File: config.mk
export PLATFORM = sky130hd
export DESIGN_NAME = tlb_page_table_translator_top
export DESIGN_NICKNAME = d
export VERILOG_FILES = /design/src/tlbpt_pkg.sv /design/src/tlb_page_table_translator_top.sv
export SDC_FILE = /design/constraint.sdc
export NUM_CORES = 2
export LEC_CHECK = 0
export ABC_AREA = 1
export BUFFER_PORTS_ARGS = -buffer_cell sky130_fd_sc_hd__buf_2
export CORE_MARGIN = 2
export CORE_UTILIZATION = 40
export CTS_BUF_LIST = sky130_fd_sc_hd__clkbuf_4
export CTS_CLUSTER_SIZE = 28
export DETAILED_ROUTE_END_ITERATION = 6
export PLACE_DENSITY_LB_ADDON = 0.05
export SYNTH_ARGS = -nofsm -noshare
export SYNTH_HDL_FRONTEND = slang
export SYNTH_SLANG_ARGS = --single-unit
File: constraint.sdc
create_clock -name clk -period 10.5 [get_ports clk]
set_input_delay 1.05 -clock clk [delete_from_list [all_inputs] [get_ports clk]]
set_output_delay 1.05 -clock clk [all_outputs]
set_load 0.03 [all_outputs]
File: src/tlbpt_pkg.sv
// ----------------------------------------------------------------------------
// tlbpt_pkg
// Shared sizes, codes and types for the TLB / page table translator.
// ----------------------------------------------------------------------------
package tlbpt_pkg;

  localparam int TLB_ENTRIES = 16;
  localparam int PAGE_COUNT  = 256;
  localparam int OFFSET_BITS = 8;

  localparam int ADDR_W     = 16;
  localparam int PAGE_BITS  = $clog2(PAGE_COUNT);
  localparam int FRAME_BITS = PAGE_BITS;
  localparam int MAP_W      = FRAME_BITS + 1;
  localparam int TLB_IDX_W  = $clog2(TLB_ENTRIES);
  localparam int TLB_CNT_W  = $clog2(TLB_ENTRIES + 1);
  localparam int CNT_W      = 32;
  localparam int OUTCOME_W  = 2;

  typedef enum logic [OUTCOME_W-1:0] {
    OUT_TLB_HIT = 2'd0,
    OUT_MAP_HIT = 2'd1,
    OUT_FAULT   = 2'd2
  } outcome_t;

  typedef enum logic [2:0] {
    ST_CLEAR = 3'b001,
    ST_IDLE  = 3'b010,
    ST_LOOK  = 3'b100
  } state_t;

endpackage

File: src/tlb_page_table_translator_top.sv
// The input word and its page map RAM read are registered on accept; the
//   TLB update, map write-back and result word follow in the lookup state,
//   which waits while the previous result is not taken. No new word is taken until it ends.
// Reset: synchronous, active low. Afterwards the page map RAM is swept clear,
//   one entry per cycle, with in_ready low until it is done.
// ----------------------------------------------------------------------------
// tlb_page_table_translator_top
// Logical to physical address translation: LRU TLB in front of a page map
// RAM, with in-order frame allocation on page faults.
// ----------------------------------------------------------------------------
module tlb_page_table_translator_top
  import tlbpt_pkg::*;
(
  input  logic                   clk,
  input  logic                   rst_n,
  input  logic                   in_valid,
  output logic                   in_ready,
  input  logic [ADDR_W-1:0]      in_logical_address,
  output logic                   out_valid,
  input  logic                   out_ready,
  output logic [ADDR_W-1:0]      out_physical_address,
  output logic [OUTCOME_W-1:0]   out_outcome,
  output logic [CNT_W-1:0]       out_hit_count,
  output logic [CNT_W-1:0]       out_fault_count
);

  state_t state_r, state_nxt;

  logic [PAGE_BITS-1:0]   clr_idx_r;
  logic [PAGE_BITS-1:0]   page_r;
  logic [OFFSET_BITS-1:0] offset_r;
  logic [MAP_W-1:0]       map_rdata_r;
  logic [MAP_W-1:0]       pmap_mem [PAGE_COUNT];

  logic [PAGE_BITS-1:0]   tlb_tag_r   [TLB_ENTRIES];
  logic [FRAME_BITS-1:0]  tlb_frame_r [TLB_ENTRIES];
  logic [PAGE_BITS-1:0]   tlb_tag_nxt   [TLB_ENTRIES];
  logic [FRAME_BITS-1:0]  tlb_frame_nxt [TLB_ENTRIES];
  logic [TLB_CNT_W-1:0]   fill_r, fill_nxt;

  logic [FRAME_BITS-1:0]  next_free_r;
  logic [CNT_W-1:0]       hits_r, hits_nxt;
  logic [CNT_W-1:0]       faults_r, faults_nxt;

  logic                   out_valid_r;
  logic [ADDR_W-1:0]      out_pa_r;
  outcome_t               out_outcome_r;
  logic [CNT_W-1:0]       out_hits_r;
  logic [CNT_W-1:0]       out_faults_r;

  logic                   in_acc;
  logic                   lk_go;
  logic [ADDR_W+PAGE_BITS-1:0] in_page_wide;
  logic [PAGE_BITS-1:0]   in_page;

  logic                   tlb_hit;
  logic [TLB_IDX_W-1:0]   hit_idx;
  logic                   tlb_full;
  logic                   shift_en;
  logic [TLB_IDX_W-1:0]   rm_idx;
  logic [TLB_CNT_W-1:0]   dest_cnt;
  logic [TLB_IDX_W-1:0]   dest_idx;
  logic                   map_valid;
  logic                   fault;
  logic [FRAME_BITS-1:0]  frame_sel;
  outcome_t               outcome;
  logic [ADDR_W+FRAME_BITS-1:0] pa_wide;

  logic                   mem_we;
  logic [PAGE_BITS-1:0]   mem_waddr;
  logic [MAP_W-1:0]       mem_wdata;

  assign in_ready = (state_r == ST_IDLE);
  assign in_acc   = in_valid && in_ready;
  assign lk_go    = (state_r == ST_LOOK) && (!out_valid_r || out_ready);

  // page number taken modulo the page map size
  assign in_page_wide = (ADDR_W+PAGE_BITS)'(in_logical_address >> OFFSET_BITS);
  assign in_page      = in_page_wide[PAGE_BITS-1:0];

  // ---- FSM ----
  always_comb begin
    state_nxt = state_r;
    case (state_r)
      ST_CLEAR: if (clr_idx_r == {PAGE_BITS{1'b1}}) state_nxt = ST_IDLE;
      ST_IDLE:  if (in_acc) state_nxt = ST_LOOK;
      ST_LOOK:  if (lk_go) state_nxt = ST_IDLE;
      default:  state_nxt = ST_CLEAR;
    endcase
  end

  always_ff @(posedge clk) begin
    if (!rst_n) begin
      state_r   <= ST_CLEAR;
      clr_idx_r <= '0;
    end else begin
      state_r <= state_nxt;
      if (state_r == ST_CLEAR) clr_idx_r <= clr_idx_r + 1'b1;
    end
  end

  // ---- TLB search: lowest matching slot below the fill level ----
  always_comb begin
    tlb_hit = 1'b0;
    hit_idx = '0;
    for (int j = TLB_ENTRIES - 1; j >= 0; j--) begin
      if ((TLB_CNT_W'(j) < fill_r) && (tlb_tag_r[j] == page_r)) begin
        tlb_hit = 1'b1;
        hit_idx = TLB_IDX_W'(j);
      end
    end
  end

  assign map_valid = map_rdata_r[FRAME_BITS];
  assign fault     = !tlb_hit && !map_valid;
  assign tlb_full  = (fill_r == TLB_CNT_W'(TLB_ENTRIES));

  always_comb begin
    if (tlb_hit) begin
      frame_sel = tlb_frame_r[hit_idx];
      outcome   = OUT_TLB_HIT;
    end else if (map_valid) begin
      frame_sel = map_rdata_r[FRAME_BITS-1:0];
      outcome   = OUT_MAP_HIT;
    end else begin
      frame_sel = next_free_r;
      outcome   = OUT_FAULT;
    end
  end

  // LRU update: drop the hit slot (or slot 0 when full), close the gap,
  // append the page as most recent
  assign shift_en = tlb_hit || tlb_full;
  assign rm_idx   = tlb_hit ? hit_idx : '0;
  assign dest_cnt = shift_en ? (fill_r - 1'b1) : fill_r;
  assign dest_idx = dest_cnt[TLB_IDX_W-1:0];
  assign fill_nxt = shift_en ? fill_r : (fill_r + 1'b1);

  always_comb begin
    for (int j = 0; j < TLB_ENTRIES; j++) begin
      tlb_tag_nxt[j]   = tlb_tag_r[j];
      tlb_frame_nxt[j] = tlb_frame_r[j];
      if (shift_en && (TLB_IDX_W'(j) >= rm_idx) && (TLB_CNT_W'(j + 1) < fill_r)) begin
        tlb_tag_nxt[j]   = tlb_tag_r[(j + 1) % TLB_ENTRIES];
        tlb_frame_nxt[j] = tlb_frame_r[(j + 1) % TLB_ENTRIES];
      end
      if (TLB_IDX_W'(j) == dest_idx) begin
        tlb_tag_nxt[j]   = page_r;
        tlb_frame_nxt[j] = frame_sel;
      end
    end
  end

  always_ff @(posedge clk) begin
    if (lk_go) begin
      for (int j = 0; j < TLB_ENTRIES; j++) begin
        tlb_tag_r[j]   <= tlb_tag_nxt[j];
        tlb_frame_r[j] <= tlb_frame_nxt[j];
      end
    end
  end

  // ---- saturating counters ----
  assign hits_nxt   = (tlb_hit && hits_r != {CNT_W{1'b1}}) ? hits_r + 1'b1 : hits_r;
  assign faults_nxt = (fault && faults_r != {CNT_W{1'b1}}) ? faults_r + 1'b1 : faults_r;

  always_ff @(posedge clk) begin
    if (!rst_n) begin
      fill_r      <= '0;
      next_free_r <= '0;
      hits_r      <= '0;
      faults_r    <= '0;
    end else if (lk_go) begin
      fill_r   <= fill_nxt;
      hits_r   <= hits_nxt;
      faults_r <= faults_nxt;
      if (fault) next_free_r <= next_free_r + 1'b1;
    end
  end

  // ---- page map RAM: clear sweep or fault write-back, read on accept ----
  assign mem_we    = (state_r == ST_CLEAR) || (lk_go && fault);
  assign mem_waddr = (state_r == ST_CLEAR) ? clr_idx_r : page_r;
  assign mem_wdata = (state_r == ST_CLEAR) ? '0 : {1'b1, next_free_r};

  always_ff @(posedge clk) begin
    if (mem_we) pmap_mem[mem_waddr] <= mem_wdata;
    if (in_acc) map_rdata_r <= pmap_mem[in_page];
  end

  always_ff @(posedge clk) begin
    if (in_acc) begin
      page_r   <= in_page;
      offset_r <= in_logical_address[OFFSET_BITS-1:0];
    end
  end

  // ---- result word register ----
  assign pa_wide = ((ADDR_W+FRAME_BITS)'(frame_sel) << OFFSET_BITS)
                 | (ADDR_W+FRAME_BITS)'(offset_r);

  always_ff @(posedge clk) begin
    if (!rst_n) begin
      out_valid_r <= 1'b0;
    end else if (lk_go) begin
      out_valid_r <= 1'b1;
    end else if (out_ready) begin
      out_valid_r <= 1'b0;
    end
  end

  always_ff @(posedge clk) begin
    if (lk_go) begin
      out_pa_r      <= pa_wide[ADDR_W-1:0];
      out_outcome_r <= outcome;
      out_hits_r    <= hits_nxt;
      out_faults_r  <= faults_nxt;
    end
  end

  assign out_valid            = out_valid_r;
  assign out_physical_address = out_pa_r;
  assign out_outcome          = out_outcome_r;
  assign out_hit_count        = out_hits_r;
  assign out_fault_count      = out_faults_r;

endmodule

==> results.md <==
* Number of max-capacitance violations reported at 0
* Total number of nets in the final design at 10.05k
* Peak supply drop at 107.2 uV
* Total clock buffers created by CTS at 742
* Data arrival time of the critical path at 8.42 ns
* Measured slew at the worst slew-check pin at 1.447 ns
* Worst slew margin relative to its limit at 0.03170
* DPL Wire Length at 210.8 mm
* Routed Wire Length at 372.1 mm
* Average wire length per cell after detail routing at 25.87 um
* Number of nets produced by synthesis at 9,721
* Final sum of negative setup slack at 0 ns
* Antenna violations before repair at 23
* Met3 capacity usage during global routing at 0.04356
* Total cell area at the placement stage at 0.1183 mm2
* Fraction of met2 tracks used by global routing at 0.3966
* Critical Path Fanout Max at 19
* Average cell area after synthesis at 11.81 um2
* CTS-repair resized insts at 0
* Area growth syn-to-layout at 11.94%
* Total gr overflow at 0
* Die boundary height at 539.0 um
* Cell chosen for the clock root: sky130_fd_sc_hd__clkbuf_4
* Yosys warning count at 0
* Fraction of the yosys area taken by sequential cells at 0.7151
* Site row count at 196
* Deepest clock path buffer count at 4
* Top Usage Layer GRT: met2
* Number of buffers inserted to repair setup after CTS at 0
* Number of fill cells at 26.79k
* RSZ-0062 raised after global routing: no
* Min Clock Period, post-route at 7.274 ns
* Effective utilization at floorplan at 0.4017
* Total leakage power at 45.48 nW
* Met1 Resource Use GR at 0.3461
* Deepest level of the CTS H-tree at 6
* DRC Markers at 0
* Via total after detailed routing at 79.65k
* Area taken by multi-input logic gates at 0.02854 mm2
* Clk_lat worst skew at 1.59 ns
* Ratio of total power to cell area at 181.5 mW/mm2
* Final worst-path cycle share at 0.6928
* Hold Violations, Final at 0
* Class of the most critical hold timing path: in2reg
* Wire length of the first global-routing pass at 540.6 mm
* Register cell area after layout at 0.08187 mm2
* Total I/O pin count at 104
* Post-synth cell types at 55
* Design area at 0.1282 mm2
* Horizontal extent of the die at 539.0 um
* Vias in the first global route at 79.34k
* Number of clock sinks at 2,756
* Clock-pin slew on the worst setup and hold paths at 0.06 ns
* Worst Setup End Kind: flip-flop
* DRT iter0 DRCs at 7,450
* Worst-case clock skew at 0.1134 ns
* Final setup vio count at 0
* First drt pass iteration count at 6
* Startpoint class of the critical path: flip-flop
* TritonCTS clock tree: done
* GRT Total Usage at 0.2499
* Number of cells produced by synthesis at 9,694
* Data required, critical path at 11.65 ns
* Max Slew Vio Count at 0
* DRT antenna net count at 0
* IO Port Bufs at 103
* Pin count of the biggest net entering global routing at 162
* Placer's final routability congestion estimate at 0.8709
* Flops & latches, synth at 2,756
* Type of the worst setup path: reg2reg
* Average vias per placed instance at 5.538
* Highest Clock Rate at 137.5 MHz
* Share of post-route cells with drive strength above 1 at 0.1489
* Count of hold buffers inserted by post-cts repair at 18
* Mapped Area at 0.1145 mm2
* Floorplan Core Area at 0.2850 mm2
* Outcome: complete, no violations
* Floorplan die area at 0.2905 mm2
## registers in the layout, summed over array words and instances, names as in the netlist, 2 cells and up
signal and count:
clr_idx_r 8, faults_r 32, fill_r 5, hits_r 32
map_rdata_r 9, next_free_r 8, offset_r 8, out_fault_count 32
out_hit_count 32, out_outcome 2, out_physical_address 16, page_r 8
pmap_mem 2304, state_r 3, tlb_frame_r 128, tlb_tag_r 128
## layer usage
layer | part of all wire | up-vias
met1 | 0.44 | 39800
li1 | - | 36270
met3 | 0.066 | 652
met2 | 0.46 | 2928
met4 | 0.031 | 4
met5 | 0.000091 | -
## cells by family after synthesis
| kind of cell | Yosys count | synth area share |
|---|---|---|
| fa+ha+maj | 7 | 0.0007650 |
| buf+inv | 1026 | 0.03641 |
| simple gates | 3111 | 0.1090 |
| compound gates | 2633 | 0.1261 |
| flops | 2756 | 0.7151 |
| xor+xnor | 161 | 0.01261 |
## cell type report
class,count,share of cell area
diodes,19,0.0003710
multi-input cells,5912,0.2227
repair buffers,253,0.01522
flip-flops and latches,2756,0.6388
inverters,360,0.01131
clock buffers,1109,0.06497
clock inverters,212,0.009861
well taps,3762,0.03673
## report_power, final
part	switching (W)	internal, W
clock	0.00466	0.00504
combinational	0.00120	0.000307
sequential	0.0000189	0.0120
## cells in the mapped netlist (all sizes together)
cell type,instances,area share
ha,7,0.00077
buf,101,0.0061
o2111ai,2,0.00015
a31oi,2,0.00011
dfxtp,89,0.016
or2,16,0.00087
o22ai,727,0.040
nor3,47,0.0021
nor2,1969,0.066
o311ai,2,0.00015
o211ai,8,0.00052
nand3,156,0.0069
nor4,24,0.0013
nor3b,5,0.00033
o32ai,41,0.0031
xor2,110,0.0087
and3,1,0.000055
o31a,1,0.000077
a211oi,1,0.000066
a22oi,8,0.00052
inv,355,0.012
a21boi,1,0.000098
clkbuf,565,0.019
o21a,3,0.00020
clkinv,5,0.00016
o21bai,13,0.00085
o221a,1,0.000098
nand3b,22,0.0015
nand4,27,0.0015
and2,1,0.000055
xnor2,51,0.0039
a21oi,104,0.0048
nand2,843,0.028
o21ai,1719,0.076
edfxtp,2667,0.70
## per-stage QoR
| step | worst slack, ns | hold WS, ns | power (W) | instances | utilization |
|---|---|---|---|---|---|
| after detailed placement | 3.311 | 0.4104 | 0.01379 | 13020 | 0.4152 |
| after global placement | 3.408 | 0.4031 | 0.01379 | 13020 | 0.4152 |
| after global routing | 2.903 | 0.07915 | 0.02419 | 14370 | 0.4496 |
| after CTS | 3.275 | 0.001653 | 0.02353 | 14360 | 0.4495 |
| final | 3.226 | 0.1858 | 0.02326 | 14380 | 0.4497 |
| after floorplan | 1.894 | 0.4003 | 0.01306 | 9694 | - |
## worst paths after layout
| kind | slack, ns | cells past startpoint | from | to |
|---|---|---|---|---|
| worst max-delay path | 3.23 | 15 | page_r[7]$_DFFE_PP_ | pmap_mem[184][1]$_DFFE_PP_ |
| worst min-delay path | 0.19 | 2 | in_logical_address[5] | offset_r[5]$_DFFE_PP_ |
| worst max register to register | 3.23 | 15 | page_r[7]$_DFFE_PP_ | pmap_mem[184][1]$_DFFE_PP_ |
| worst min register to register | 0.39 | 0 | offset_r[4]$_DFFE_PP_ | out_physical_address[4]$_DFFE_PP_ |
## critical path: stages (launching register included)
cell and delay (ns):
sky130_fd_sc_hd__edfxtp_1 1.05, sky130_fd_sc_hd__clkinv_1 0.99, sky130_fd_sc_hd__nor2_1 0.40, sky130_fd_sc_hd__nor3b_1 0.09
sky130_fd_sc_hd__nand3_1 0.08, sky130_fd_sc_hd__o21ai_0 0.13, sky130_fd_sc_hd__nor2_1 0.24, sky130_fd_sc_hd__nand2_1 0.12
sky130_fd_sc_hd__inv_2 0.09, sky130_fd_sc_hd__nand2_4 0.17, sky130_fd_sc_hd__nor2_4 0.48, sky130_fd_sc_hd__nand2_1 0.32
sky130_fd_sc_hd__nand2_1 0.56, sky130_fd_sc_hd__nand4_1 0.82, sky130_fd_sc_hd__buf_4 0.60, sky130_fd_sc_hd__nor2_1 0.68
## cells in the final DEF, fill, tap and decap left out, types with 97 or more instances in the layout
cell type	netlist	routed
sky130_fd_sc_hd__edfxtp_1	2667	2667
sky130_fd_sc_hd__nor2_1	1941	1939
sky130_fd_sc_hd__o21ai_0	1621	1621
sky130_fd_sc_hd__clkbuf_4	0	1109
sky130_fd_sc_hd__nand2_1	825	813
sky130_fd_sc_hd__o22ai_1	727	727
sky130_fd_sc_hd__inv_1	315	304
sky130_fd_sc_hd__nand3_1	155	153
sky130_fd_sc_hd__clkinv_1	5	135
sky130_fd_sc_hd__buf_4	24	115
sky130_fd_sc_hd__xor2_1	107	107
sky130_fd_sc_hd__buf_2	41	98
sky130_fd_sc_hd__a21oi_1	97	97
(Power assumes the default switching activity.)
